<file path="src/design/fbds_pkg.sv">
// Package for the filtered best-detection selector: candidate word layout,
// configuration bundle, register indexes and queue sizing.
// No dependencies.
package fbds_pkg;

	// Configuration register indexes
	localparam logic [2:0] REG_MIN_SCORE      = 3'd0;
	localparam logic [2:0] REG_REQ_POS_SIZE   = 3'd1;
	localparam logic [2:0] REG_CLASS_EN       = 3'd2;
	localparam logic [2:0] REG_TARGET_CLASS   = 3'd3;
	localparam logic [2:0] REG_LABEL_EN       = 3'd4;
	localparam logic [2:0] REG_TARGET_LABEL   = 3'd5;

	// Queue between front and back: address bits and depth
	localparam int QUEUE_AW    = 1;
	localparam int QUEUE_DEPTH = 1 << QUEUE_AW;

	localparam int AREA_W = 30;

	// Configuration as seen by the classifier
	typedef struct packed {
		logic signed [15:0] score_floor;
		logic               size_pos_req;
		logic               class_filter_enable;
		logic [15:0]        target_class;
		logic               label_filter_enable;
		logic [15:0]        target_label_code;
	} cfg_t;

	// Classified candidate word handed from front to back
	typedef struct packed {
		logic               keep;
		logic               last;
		logic [AREA_W-1:0]  area;
		logic signed [15:0] score;
		logic signed [15:0] pos_u;
		logic signed [15:0] pos_v;
		logic signed [15:0] size_u;
		logic signed [15:0] size_v;
		logic [15:0]        cls_id;
		logic [15:0]        label_code;
	} cand_t;

	// Queue status toward the front and the checks
	typedef struct packed {
		logic                full;
		logic                empty;
		logic [QUEUE_AW:0]   level;
	} qstat_t;

endpackage

</file>
<file path="src/design/filtered_best_detection_select.sv">
// Top level of the filtered best-detection selector: configuration registers,
// front classifier, queue and back selection. Uses fbds_pkg and fbds_* modules.
//
//   channel | handshake             | word
//   --------+-----------------------+---------------------------------------
//   in      | in_valid / in_stall   | one candidate, last marks end of list
//   out     | out_valid / out_stall | found plus the selected candidate
//   cfg     | cfg_valid / cfg_ready | cfg_index, cfg_data (ready always high)
//
// One candidate per cycle is accepted while in_stall is low. A word passes the
// classify stage (filters and 15x15 area multiply), a two-word queue, then the
// select stage, whose result register raises out_valid when the last word pops.
// Reset clears control state and the configuration, which resets to zero.
// A result held by out_stall blocks the next last word at the queue head; the
// queue then holds that word and one more, the classify stage one more, before
// in_stall rises.
module filtered_best_detection_select import fbds_pkg::*; (
	input  logic               clk,
	input  logic               arst_n,
	input  logic               cfg_valid,
	output logic               cfg_ready,
	input  logic [2:0]         cfg_index,
	input  logic [15:0]        cfg_data,
	input  logic               in_valid,
	output logic               in_stall,
	input  logic signed [15:0] score,
	input  logic signed [15:0] pos_u,
	input  logic signed [15:0] pos_v,
	input  logic signed [15:0] size_u,
	input  logic signed [15:0] size_v,
	input  logic [15:0]        cls_id,
	input  logic [15:0]        label_code,
	input  logic [2:0]         non_finite_mask,
	input  logic               last,
	output logic               out_valid,
	input  logic               out_stall,
	output logic               found,
	output logic signed [15:0] best_score_out,
	output logic signed [15:0] best_center_u_out,
	output logic signed [15:0] best_center_v_out,
	output logic signed [15:0] best_size_u_out,
	output logic signed [15:0] best_size_v_out,
	output logic [15:0]        best_class_out,
	output logic [15:0]        best_label_out
);

	cfg_t   cfg_q;
	qstat_t qstat;
	logic   push;
	logic   pop;
	cand_t  push_word;
	cand_t  head;
	logic   s1_busy;

	assign cfg_ready = 1'b1;

	// Write configuration registers
	always_ff @(posedge clk or negedge arst_n) begin
		if (!arst_n) begin
			cfg_q <= '0;
		end else if (cfg_valid && cfg_ready) begin
			case (cfg_index)
				REG_MIN_SCORE:    cfg_q.score_floor         <= cfg_data;
				REG_REQ_POS_SIZE: cfg_q.size_pos_req        <= cfg_data[0];
				REG_CLASS_EN:     cfg_q.class_filter_enable <= cfg_data[0];
				REG_TARGET_CLASS: cfg_q.target_class        <= cfg_data;
				REG_LABEL_EN:     cfg_q.label_filter_enable <= cfg_data[0];
				REG_TARGET_LABEL: cfg_q.target_label_code   <= cfg_data;
				default: ;
			endcase
		end
	end

	fbds_front u_front (
		.clk             (clk),
		.arst_n          (arst_n),
		.cfg             (cfg_q),
		.in_valid        (in_valid),
		.in_stall        (in_stall),
		.score           (score),
		.pos_u           (pos_u),
		.pos_v           (pos_v),
		.size_u          (size_u),
		.size_v          (size_v),
		.cls_id          (cls_id),
		.label_code      (label_code),
		.non_finite_mask (non_finite_mask),
		.last            (last),
		.qstat           (qstat),
		.push            (push),
		.push_word       (push_word),
		.s1_busy         (s1_busy)
	);

	fbds_queue u_queue (
		.clk       (clk),
		.arst_n    (arst_n),
		.push      (push),
		.push_word (push_word),
		.pop       (pop),
		.head      (head),
		.qstat     (qstat)
	);

	fbds_back u_back (
		.clk               (clk),
		.arst_n            (arst_n),
		.head              (head),
		.qstat             (qstat),
		.pop               (pop),
		.out_valid         (out_valid),
		.out_stall         (out_stall),
		.found             (found),
		.best_score_out    (best_score_out),
		.best_center_u_out (best_center_u_out),
		.best_center_v_out (best_center_v_out),
		.best_size_u_out   (best_size_u_out),
		.best_size_v_out   (best_size_v_out),
		.best_class_out    (best_class_out),
		.best_label_out    (best_label_out)
	);

	// Queue never overfills
	assert property (@(posedge clk) disable iff (!arst_n)
		qstat.level <= (QUEUE_AW+1)'(QUEUE_DEPTH))
		else $error("queue level beyond depth");

	// Front stalls when its stage is full and the queue has no room
	assert property (@(posedge clk) disable iff (!arst_n)
		(s1_busy && qstat.full) |-> in_stall)
		else $error("front took a word with nowhere to go");

	// Empty result carries zero fields
	assert property (@(posedge clk) disable iff (!arst_n)
		(out_valid && !found) |-> (best_score_out == 16'sd0 && best_class_out == 16'd0
			&& best_label_out == 16'd0))
		else $error("empty result with nonzero fields");

	// Nothing pops from an empty queue
	assert property (@(posedge clk) disable iff (!arst_n)
		pop |-> !qstat.empty)
		else $error("pop from empty queue");

endmodule

</file>
<file path="src/design/fbds_front.sv">
// Front of the selector: takes candidates, applies the filters, forms the area
// and registers the classified word for the queue. Uses fbds_pkg.
module fbds_front import fbds_pkg::*; (
	input  logic               clk,
	input  logic               arst_n,
	input  cfg_t               cfg,
	input  logic               in_valid,
	output logic               in_stall,
	input  logic signed [15:0] score,
	input  logic signed [15:0] pos_u,
	input  logic signed [15:0] pos_v,
	input  logic signed [15:0] size_u,
	input  logic signed [15:0] size_v,
	input  logic [15:0]        cls_id,
	input  logic [15:0]        label_code,
	input  logic [2:0]         non_finite_mask,
	input  logic               last,
	input  qstat_t             qstat,
	output logic               push,
	output cand_t              push_word,
	output logic               s1_busy
);

	logic        valid_s1;
	cand_t       word_s1;
	cand_t       word_next;
	logic        score_ok;
	logic        center_ok;
	logic        size_ok;
	logic        class_ok;
	logic        label_ok;
	logic        area_ok;
	logic        advance;

	// Classify the incoming word
	always_comb begin
		score_ok  = !non_finite_mask[0] && (score >= cfg.score_floor);
		center_ok = !non_finite_mask[1] && !pos_u[15] && !pos_v[15];
		size_ok   = !cfg.size_pos_req ||
			(!non_finite_mask[2] && !size_u[15] && (size_u != 16'sd0) &&
			 !size_v[15] && (size_v != 16'sd0));
		class_ok  = !cfg.class_filter_enable || (cls_id == cfg.target_class);
		label_ok  = !cfg.label_filter_enable || (label_code == cfg.target_label_code);
		area_ok   = !non_finite_mask[2] && !size_u[15] && !size_v[15];

		word_next.keep       = score_ok && center_ok && size_ok && class_ok && label_ok;
		word_next.last       = last;
		word_next.area       = area_ok ?
			(AREA_W'(size_u[14:0]) * AREA_W'(size_v[14:0])) : '0;
		word_next.score      = score;
		word_next.pos_u      = pos_u;
		word_next.pos_v      = pos_v;
		word_next.size_u     = size_u;
		word_next.size_v     = size_v;
		word_next.cls_id     = cls_id;
		word_next.label_code = label_code;
	end

	// Hand the stage word to the queue when it has room
	assign push      = valid_s1 && !qstat.full;
	assign advance   = !valid_s1 || !qstat.full;
	assign in_stall  = !advance;
	assign push_word = word_s1;
	assign s1_busy   = valid_s1;

	// Hold or advance the stage valid
	always_ff @(posedge clk or negedge arst_n) begin
		if (!arst_n) begin
			valid_s1 <= 1'b0;
		end else if (advance) begin
			valid_s1 <= in_valid;
		end
	end

	// Load the stage payload
	always_ff @(posedge clk) begin
		if (advance && in_valid) begin
			word_s1 <= word_next;
		end
	end

endmodule

</file>
<file path="src/design/fbds_queue.sv">
// Short queue that decouples the classifier from the selection logic.
// Uses fbds_pkg for the word type and depth.
module fbds_queue import fbds_pkg::*; (
	input  logic   clk,
	input  logic   arst_n,
	input  logic   push,
	input  cand_t  push_word,
	input  logic   pop,
	output cand_t  head,
	output qstat_t qstat
);

	cand_t               mem_q [QUEUE_DEPTH];
	logic [QUEUE_AW-1:0] wr_ptr_q;
	logic [QUEUE_AW-1:0] rd_ptr_q;
	logic [QUEUE_AW:0]   level_q;

	assign head        = mem_q[rd_ptr_q];
	assign qstat.level = level_q;
	assign qstat.full  = (level_q == (QUEUE_AW+1)'(QUEUE_DEPTH));
	assign qstat.empty = (level_q == '0);

	// Store pushed words
	always_ff @(posedge clk) begin
		if (push) begin
			mem_q[wr_ptr_q] <= push_word;
		end
	end

	// Advance pointers and fill level
	always_ff @(posedge clk or negedge arst_n) begin
		if (!arst_n) begin
			wr_ptr_q <= '0;
			rd_ptr_q <= '0;
			level_q  <= '0;
		end else begin
			if (push) begin
				wr_ptr_q <= wr_ptr_q + 1'b1;
			end
			if (pop) begin
				rd_ptr_q <= rd_ptr_q + 1'b1;
			end
			if (push && !pop) begin
				level_q <= level_q + 1'b1;
			end else if (pop && !push) begin
				level_q <= level_q - 1'b1;
			end
		end
	end

endmodule

</file>
<file path="src/design/fbds_back.sv">
// Back of the selector: keeps the best candidate of the list and loads the
// result register at the end of each list. Uses fbds_pkg.
module fbds_back import fbds_pkg::*; (
	input  logic               clk,
	input  logic               arst_n,
	input  cand_t              head,
	input  qstat_t             qstat,
	output logic               pop,
	output logic               out_valid,
	input  logic               out_stall,
	output logic               found,
	output logic signed [15:0] best_score_out,
	output logic signed [15:0] best_center_u_out,
	output logic signed [15:0] best_center_v_out,
	output logic signed [15:0] best_size_u_out,
	output logic signed [15:0] best_size_v_out,
	output logic [15:0]        best_class_out,
	output logic [15:0]        best_label_out
);

	logic  have_q;
	cand_t best_q;
	cand_t pick;
	logic  take;
	logic  out_free;
	logic  out_valid_q;
	logic  found_q;
	cand_t res_q;

	// Decide whether the head word replaces the held best
	always_comb begin
		if (!have_q) begin
			take = head.keep;
		end else if (head.score != best_q.score) begin
			take = head.keep && (head.score > best_q.score);
		end else begin
			take = head.keep && (head.area > best_q.area);
		end
		pick = take ? head : best_q;
	end

	assign out_free = !out_valid_q || !out_stall;
	assign pop      = !qstat.empty && (!head.last || out_free);

	// Track the best of the list; drop it after the end of list
	always_ff @(posedge clk or negedge arst_n) begin
		if (!arst_n) begin
			have_q <= 1'b0;
		end else if (pop) begin
			have_q <= head.last ? 1'b0 : (have_q || take);
		end
	end

	always_ff @(posedge clk) begin
		if (pop && take) begin
			best_q <= head;
		end
	end

	// Result register valid: load at end of list, clear when taken
	always_ff @(posedge clk or negedge arst_n) begin
		if (!arst_n) begin
			out_valid_q <= 1'b0;
		end else if (pop && head.last) begin
			out_valid_q <= 1'b1;
		end else if (!out_stall) begin
			out_valid_q <= 1'b0;
		end
	end

	// Result payload; zero when nothing was kept
	always_ff @(posedge clk) begin
		if (pop && head.last) begin
			found_q <= have_q || take;
			res_q   <= (have_q || take) ? pick : '0;
		end
	end

	assign out_valid         = out_valid_q;
	assign found             = found_q;
	assign best_score_out    = res_q.score;
	assign best_center_u_out = res_q.pos_u;
	assign best_center_v_out = res_q.pos_v;
	assign best_size_u_out   = res_q.size_u;
	assign best_size_v_out   = res_q.size_v;
	assign best_class_out    = res_q.cls_id;
	assign best_label_out    = res_q.label_code;

endmodule
</file>
<file path="config.mk">
export PLATFORM = sky130hd
export DESIGN_NAME = filtered_best_detection_select
export DESIGN_NICKNAME = d
export VERILOG_FILES = /design/src/design/fbds_pkg.sv /design/src/design/filtered_best_detection_select.sv /design/src/design/fbds_front.sv /design/src/design/fbds_queue.sv /design/src/design/fbds_back.sv
export SDC_FILE = /design/constraint.sdc
export NUM_CORES = 1
export LEC_CHECK = 0
export BUFFER_PORTS_ARGS = -buffer_cell sky130_fd_sc_hd__buf_2
export CORE_ASPECT_RATIO = 0.9
export CORE_UTILIZATION = 55
export CTS_CLUSTER_DIAMETER = 40
export DETAILED_ROUTE_END_ITERATION = 10
export PLACE_DENSITY = 0.76
export SYNTH_ARGS = -nofsm -noshare
export SYNTH_HDL_FRONTEND = slang
export SYNTH_SLANG_ARGS = --single-unit
</file>
<file path="constraint.sdc">
create_clock -name clk -period 19 [get_ports clk]
set_input_delay 3.8 -clock clk [delete_from_list [all_inputs] [get_ports clk]]
set_output_delay 3.8 -clock clk [all_outputs]
set_load 0.02 [all_outputs]
</file>
==> reports/summary.txt, run 1 <==
# nets final -> 3210
setup bufs post-CTS -> 0
antenna viol nets, final -> 0
vias in the first global route -> 21600
DR pass1 iterations -> 6
Max Slew Vio Count -> 0
Placer Congestion -> 0.882
number of standard cells in the final layout excluding fillers -> 3696
launch instance of the worst register-to-register path -> u_queue.rd_ptr_q
fraction of power spent switching nets -> 0.376
Post-synth top flop -> sky130_fd_sc_hd__edfxtp_1
Clock Root Buffer -> sky130_fd_sc_hd__clkbuf_16
fraction of final layout cells sized beyond drive strength 1 -> 0.209
proportion of power drawn by combinational gates -> 0.415
synthesized cell area -> 0.0363 mm2
HP Start -> u_front.push_word[53]
Fin Clk Skew -> 0.0369 ns
area growth from synthesis to final layout -> 14.5%
fraction of the yosys area taken by sequential cells -> 0.608
number of placed cells counting well taps -> 3514
half-perimeter wire length of the detailed placement result -> 49400 um
final-report hold violation count -> 0
maximum number of buffers from clock root to sink -> 3
number of nets in the synthesized netlist -> 2922
final cycle utilization of the critical path -> 0.490
unrepaired setup endpoints after global routing -> no
count of H-tree levels built during CTS -> 3
most common cell in the netlist -> sky130_fd_sc_hd__edfxtp_1
pin count of the biggest net entering global routing -> 72
number of cell rows -> 89
Power Dens Cells -> 192 mW/mm2
Detailed Route Iter0 Violations -> 1376
slew margin rel. -> 0.257
CP Max Fanout -> 17
Hold Path Sink -> u_queue.mem_q[0][53]
count of warnings emitted by yosys -> 0
library cell occupying the most area in the post-synthesis netlist -> sky130_fd_sc_hd__edfxtp_1
maximum clock rate -> 107 MHz
Port Buffer Count -> 254
maximum resistive drop on vdd -> 0.000218 V
Req. time, crit path -> 19.35 ns
global-route met3 utilization -> 0.0356
core area -> 0.0655 mm2
Clock transition at path regs -> 0.06 ns
Worst Max-Slew Pin Slew -> 1.11 ns
number of flops mapped to enable cells by yosys -> 687
area share of the largest cell type after synthesis -> 0.568
DR WL/cell -> 20.1 um
initial standard-cell utilization of the core -> 0.555
register cell area after layout -> 0.0221 mm2
type of element capturing the critical path -> flop
internal power component -> 0.00499 W
CTS tree -> built
number of top-level pins -> 256
wire length of the first global-routing pass -> 117000 um
sw power -> 0.00301 W
GR Util met1 -> 0.292
Most Used Layer, Global Route -> met2
Cell variety after synth -> 64
data arrival time of the worst path -> 9.67 ns
Total Wirelength -> 74100 um
remaining global-route overflow -> 0
number of CTS-inserted buffers -> 94
MaxCap Viol Count -> 0
Die ar. -> 0.0671 mm2
die width -> 273 um
cell types with the largest area share after synthesis -> sky130_fd_sc_hd__edfxtp_1 57%, sky130_fd_sc_hd__fa_1 9.2%, sky130_fd_sc_hd__ha_1 5.4%, sky130_fd_sc_hd__inv_1 4.1%, sky130_fd_sc_hd__dfrtp_1 4.0%
cell count of the worst hold path -> 0
initial antenna violation count -> 10
flop2flop setup slack -> 11.96 ns
clk_lat worst skew -> 0.64 ns
gate count after technology mapping -> 2458
startpoint kind of the worst setup timing path -> primary input
leading cell types by count after synthesis -> 687 x sky130_fd_sc_hd__edfxtp_1, 394 x sky130_fd_sc_hd__inv_1, 167 x sky130_fd_sc_hd__fa_1
mean area per synthesized cell -> 14.8 um2
multi-input combinational cell area -> 0.0124 mm2
met2 Use GR -> 0.386
setup total negative slack -> 0 ns
ratio of routed vias to standard cells -> 5.46
standby leakage power -> 17.2 nW
critical path type -> in2reg
total number of clock tree sinks -> 745
worst flop-to-flop path endpoint -> u_back.best_size_u_out[11]
Hold Path Class -> reg2reg
share of flip-flops with an asynchronous set or reset after synthesis -> 0.0779
crit path time final -> 9.32 ns
worst reg2reg path depth -> 12
run status -> completed
number of instances resized during post-cts repair -> 0
overall global routing resource usage -> 0.227
register bit count reported by yosys -> 745
portion of total power attributed to sequential cells -> 0.365
final setup violating endpoints -> 0
die boundary height -> 246 um
hold bufs inserted after CTS -> 0
DR vias -> 20200
number of fillers in the final layout -> 4733
Clock power frac -> 0.220
residual DRC count -> 0
## final cells by class
| class | count | share of cell area |
|---|---|---|
| diodes | 9 | 0.000541 |
| clock buffers | 109 | 0.0588 |
| clock inverters | 64 | 0.0171 |
| inverters | 394 | 0.0355 |
| multi-input cells | 1235 | 0.297 |
| flip-flops and latches | 745 | 0.531 |
| well taps | 864 | 0.0260 |
| repair buffers | 276 | 0.0345 |
## power groups by stage
stage                     registers (W)  logic (W)  clock network (W)
final                           0.00292    0.00332            0.00176
after global routing            0.00298    0.00370            0.00186
after CTS                       0.00293    0.00336            0.00178
after detailed placement        0.00295    0.00333                  0
after global placement          0.00292    0.00323                  0
after floorplan                 0.00316    0.00236                  0
## kinds of logic (layout without fill, tap and decap cells)
kind of cell             count (synthesis)  after routing  share of synthesized area
AO/OA/AOI/OAI                          256            256                     0.0661
XOR/XNOR                                58             58                     0.0140
adder cells (fa/ha/maj)                324            324                      0.146
buffers and inverters                  478            843                     0.0540
flip-flops                             745            745                      0.608
multiplexers                           182            182                     0.0524
other                                    1             10                   0.000103
AND/OR/NAND/NOR                        414            414                     0.0596
## flip-flops by register name, indices dropped and copies added, names as in the netlist, 2 cells and up
name,flops
u_back.best_center_v_out,16
cfg_q,51
u_back.best_class_out,16
u_back.best_size_u_out,16
u_back.best_label_out,16
u_front.push_word,144
u_queue.mem_q,288
u_back.best_score_out,16
u_queue.level_q,2
u_back.best_size_v_out,16
u_back.best_q,142
u_back.best_center_u_out,16
## stage by stage
| stage | setup slack (ns) | instance area, um2 | hold slack (ns) | total power (W) | utilization |
|---|---|---|---|---|---|
| 3_3_place_gp | 9.10 | 38400 | 0.423 | 0.00614 | 0.587 |
| 4_1_cts | 9.68 | 41600 | 0.439 | 0.00807 | 0.635 |
| 6_report | 9.68 | 41600 | 0.441 | 0.00800 | 0.636 |
| 2_1_floorplan | 7.28 | 36300 | 0.421 | 0.00552 | - |
| 3_5_place_dp | 9.02 | 38400 | 0.429 | 0.00628 | 0.587 |
| 5_1_grt | 9.28 | 41600 | 0.448 | 0.00853 | 0.636 |
## layout by cell type (no fill, tap or decap), types with 5 or more instances in the layout
master / netlist / routed
sky130_fd_sc_hd__nand2_1: 139 / 139
sky130_fd_sc_hd__nor3_1: 9 / 9
sky130_fd_sc_hd__nor2b_1: 11 / 11
sky130_fd_sc_hd__nor3b_1: 6 / 5
sky130_fd_sc_hd__nor2_1: 33 / 31
sky130_fd_sc_hd__mux2_2: 67 / 67
sky130_fd_sc_hd__edfxtp_1: 687 / 687
sky130_fd_sc_hd__nand4_1: 16 / 16
sky130_fd_sc_hd__buf_4: 2 / 22
sky130_fd_sc_hd__nand3_1: 17 / 17
sky130_fd_sc_hd__buf_2: 3 / 254
sky130_fd_sc_hd__diode_2: 0 / 9
sky130_fd_sc_hd__o2bb2ai_2: 80 / 80
sky130_fd_sc_hd__dfrtp_1: 58 / 57
sky130_fd_sc_hd__and2_1: 137 / 136
sky130_fd_sc_hd__o2bb2ai_1: 32 / 32
sky130_fd_sc_hd__bufinv_16: 0 / 10
sky130_fd_sc_hd__clkinv_2: 0 / 15
sky130_fd_sc_hd__xnor2_1: 13 / 13
sky130_fd_sc_hd__fa_1: 167 / 167
sky130_fd_sc_hd__inv_6: 0 / 11
sky130_fd_sc_hd__a21o_1: 13 / 13
sky130_fd_sc_hd__clkinv_1: 0 / 6
sky130_fd_sc_hd__xor2_1: 45 / 45
sky130_fd_sc_hd__clkinvlp_4: 0 / 10
sky130_fd_sc_hd__nor4_1: 18 / 18
sky130_fd_sc_hd__ha_1: 157 / 157
sky130_fd_sc_hd__o21a_1: 5 / 5
sky130_fd_sc_hd__o21ai_0: 37 / 37
sky130_fd_sc_hd__clkbuf_16: 0 / 94
sky130_fd_sc_hd__nand2b_1: 7 / 7
sky130_fd_sc_hd__mux2i_1: 115 / 115
sky130_fd_sc_hd__clkinv_4: 0 / 6
sky130_fd_sc_hd__clkbuf_1: 53 / 11
sky130_fd_sc_hd__a21oi_1: 49 / 48
sky130_fd_sc_hd__inv_1: 394 / 394
## worst max-delay path by stage
stage	from	endpoint	slack, ns	cells past startpoint
finish	size_u[11]	u_front.push_word[138]	9.68	20
global route	size_v[6]	u_front.push_word[139]	9.28	19
CTS	size_u[14]	u_front.push_word[139]	9.68	20
detailed placement	size_u[14]	u_front.push_word[139]	9.02	20
global placement	size_u[11]	u_front.push_word[140]	9.10	20
floorplan	out_stall	u_back.best_q[0]	7.28	4
## routing by layer
metal	part of all wire	up-vias
met5	0.00040	-
met4	0.031	4
met3	0.053	150
met2	0.50	581
met1	0.41	10200
li1	-	9217
## worst max-delay path, stage by stage
cell                      delay, ns
sky130_fd_sc_hd__buf_2         0.22
sky130_fd_sc_hd__and2_1        0.21
sky130_fd_sc_hd__fa_1          0.53
sky130_fd_sc_hd__inv_1         0.05
sky130_fd_sc_hd__fa_1          0.53
sky130_fd_sc_hd__inv_1         0.05
sky130_fd_sc_hd__fa_1          0.48
sky130_fd_sc_hd__fa_1          0.51
sky130_fd_sc_hd__fa_1          0.49
sky130_fd_sc_hd__inv_1         0.05
sky130_fd_sc_hd__fa_1          0.47
sky130_fd_sc_hd__inv_1         0.04
sky130_fd_sc_hd__ha_1          0.36
sky130_fd_sc_hd__and4_1        0.25
sky130_fd_sc_hd__nor2b_1       0.13
sky130_fd_sc_hd__a22oi_1       0.25
sky130_fd_sc_hd__a21oi_1       0.20
sky130_fd_sc_hd__o41ai_1       0.66
sky130_fd_sc_hd__nor4_1        0.11
sky130_fd_sc_hd__a211o_1       0.26
(Power assumes the default switching activity.)
==> run 2: changes to the inputs <==
clock period = 9 ns   (was 19 ns; I/O delays follow)
==> reports/summary.txt, run 2 (synthesis gave the netlist of run 1 again) <==
most used cells in the layout excluding fill and tap cells -> 687 x sky130_fd_sc_hd__edfxtp_1, 394 x sky130_fd_sc_hd__inv_1, 254 x sky130_fd_sc_hd__buf_2
CTS tree -> built
die width -> 273 um (unchanged)
residual DRC count -> 0 (unchanged)
number of CTS-inserted buffers -> 99 (+5.3%)
overall global routing resource usage -> 0.226 (-0.000770)
final-report hold violation count -> 0 (unchanged)
Clock transition at path regs -> 0.06 ns (about the same)
wire length of the first global-routing pass -> 117000 um (-0.54%)
HP Start -> u_front.push_word[115]
Clock power frac -> 0.232 (+0.012)
fraction of final layout cells sized beyond drive strength 1 -> 0.213 (+0.00393)
maximum resistive drop on vdd -> 0.000419 V (+93%)
most common library cell in the layout ignoring fill and taps -> sky130_fd_sc_hd__edfxtp_1
max reg flops -> 288 (unchanged)
half-perimeter wire length of the detailed placement result -> 49700 um (+0.68%)
DR vias -> 20200 (-0.079%)
critical path type -> in2reg
register bank with the most flops -> u_queue.mem_q
total number of clock tree sinks -> 745 (unchanged)
startpoint kind of the worst setup timing path -> primary input
standby leakage power -> 17.4 nW (+0.72%)
initial antenna violation count -> 8 (-2)
crit path time final -> 7.47 ns
unrepaired setup endpoints after global routing -> no
# nets final -> 3215 (+0.16%)
Req. time, crit path -> 9.34 ns (-10.01 ns)
count of H-tree levels built during CTS -> 3 (unchanged)
proportion of power drawn by combinational gates -> 0.408 (-0.007)
Worst Max-Slew Pin Slew -> 0.978 ns (-0.137 ns)
pin count of the biggest net entering global routing -> 113 (+57%)
Power Dens Cells -> 408 mW/mm2 (+110%)
setup bufs post-CTS -> 0 (unchanged)
number of cell rows -> 89 (unchanged)
antenna viol nets, final -> 0 (unchanged)
launch instance of the worst register-to-register path -> u_queue.rd_ptr_q
Max Slew Vio Count -> 0 (unchanged)
number of instances resized during post-cts repair -> 0 (unchanged)
CP Max Fanout -> 17 (unchanged)
Total Wirelength -> 73900 um (-0.23%)
slew margin rel. -> 0.348 (+0.0911)
maximum clock rate -> 134 MHz
Die ar. -> 0.0671 mm2 (unchanged)
total power consumption of the routed design -> 0.0171 W (+110%)
type of element capturing the critical path -> flop
initial standard-cell utilization of the core -> 0.555 (unchanged)
number of top-level pins -> 256 (unchanged)
DR WL/cell -> 20.0 um (-0.47%)
Hold Path Class -> reg2reg
area growth from synthesis to final layout -> 15.3%
maximum number of buffers from clock root to sink -> 3 (unchanged)
die boundary height -> 246 um (unchanged)
clk_lat worst skew -> 0.63 ns (about the same)
final cycle utilization of the critical path -> 0.830
core area -> 0.0655 mm2 (unchanged)
run status -> completed
Fin Clk Skew -> 0.0468 ns (+0.00988 ns)
vias in the first global route -> 21400 (-0.64%)
Detailed Route Iter0 Violations -> 1110 (-19%)
final setup violating endpoints -> 0 (unchanged)
setup total negative slack -> 0 ns (unchanged)
ratio of routed vias to standard cells -> 5.44 (-0.32%)
sw power -> 0.00638 W (+110%)
data arrival time of the worst path -> 7.82 ns (-1.85 ns)
Port Buffer Count -> 254 (unchanged)
portion of total power attributed to sequential cells -> 0.359 (-0.006)
launch point of the critical path -> size_u[11]
DR pass1 iterations -> 5 (-1)
remaining global-route overflow -> 0 (unchanged)
Placer Congestion -> 0.905 (+2.6%)
fraction of power spent switching nets -> 0.373 (-0.00312)
MaxCap Viol Count -> 0 (unchanged)
Clock Root Buffer -> sky130_fd_sc_hd__clkbuf_16
hold bufs inserted after CTS -> 0 (unchanged)
internal power component -> 0.0107 W (+110%)
run 2: final cells by class:
type | count | area [um2]
Clock inverter | 70 | 863
Timing Repair Buffer | 276 | 1450
Multi-Input combinational cell | 1235 | 12400
Sequential cell | 745 | 22100
Clock buffer | 112 | 2580
Tap cell | 864 | 1080
Antenna cell | 9 | 22.5
Inverter | 394 | 1480
Fill cell | 4677 | 23600
run 2: power by group through the flow:
| stage | registers [W] | logic [W] | clock network [W] |
|---|---|---|---|
| floorplan | 0.00661 | 0.00499 | 0 |
| global placement | 0.00614 | 0.00682 | 0 |
| detailed placement | 0.00621 | 0.00701 | 0 |
| CTS | 0.00616 | 0.00707 | 0.00404 |
| global route | 0.00626 | 0.00784 | 0.00419 |
| finish | 0.00615 | 0.00698 | 0.00397 |
run 2: per-stage QoR:
step	util	hold WS (ns)	cell area, um2	worst slack [ns]	std cells
after floorplan	-	0.421	36300	1.26	2458
after global placement	0.587	0.423	38400	1.11	3514
after detailed placement	0.587	0.429	38400	0.935	3514
after CTS	0.640	0.411	41900	1.58	3696
after global routing	0.640	0.423	41900	1.16	3703
final	0.640	0.413	41900	1.53	3705
run 2: metal layers:
layer  track usage  up-vias  share of wire
li1              -     9234              -
met1         0.292    10200           0.41
met2         0.381      563           0.50
met3        0.0339      159          0.049
met4        0.0960        0          0.036
met5             0        -              0
run 2: worst max-delay path: stages:
cell and delay [ns]:
sky130_fd_sc_hd__buf_2 0.21, sky130_fd_sc_hd__and2_1 0.20, sky130_fd_sc_hd__fa_1 0.53, sky130_fd_sc_hd__inv_1 0.05, sky130_fd_sc_hd__fa_1 0.53, sky130_fd_sc_hd__inv_1 0.05
sky130_fd_sc_hd__fa_1 0.50, sky130_fd_sc_hd__fa_1 0.51, sky130_fd_sc_hd__fa_1 0.50, sky130_fd_sc_hd__inv_1 0.05, sky130_fd_sc_hd__fa_1 0.48, sky130_fd_sc_hd__inv_1 0.04
sky130_fd_sc_hd__ha_1 0.36, sky130_fd_sc_hd__a21oi_1 0.19, sky130_fd_sc_hd__o21ai_0 0.14, sky130_fd_sc_hd__a22oi_1 0.32, sky130_fd_sc_hd__a21oi_1 0.19, sky130_fd_sc_hd__o41ai_1 0.75
sky130_fd_sc_hd__o21ai_0 0.23, sky130_fd_sc_hd__mux2i_1 0.16
run 2: path summary, 6_finish.rpt:
| kind | end | slack, ns | depth (start not counted) |
|---|---|---|---|
| worst max-delay path | u_front.push_word[140] | 1.53 | 20 |
| worst min-delay path | u_queue.mem_q[1][115] | 0.41 | 0 |
| worst max register to register | u_back.best_size_v_out[14] | 3.13 | 12 |
| worst min register to register | u_queue.mem_q[1][115] | 0.41 | 0 |
| max in group asynchronous | u_queue.rd_ptr_q | 7.04 | 2 |
| min in group asynchronous | cfg_q[1] | 1.34 | 2 |
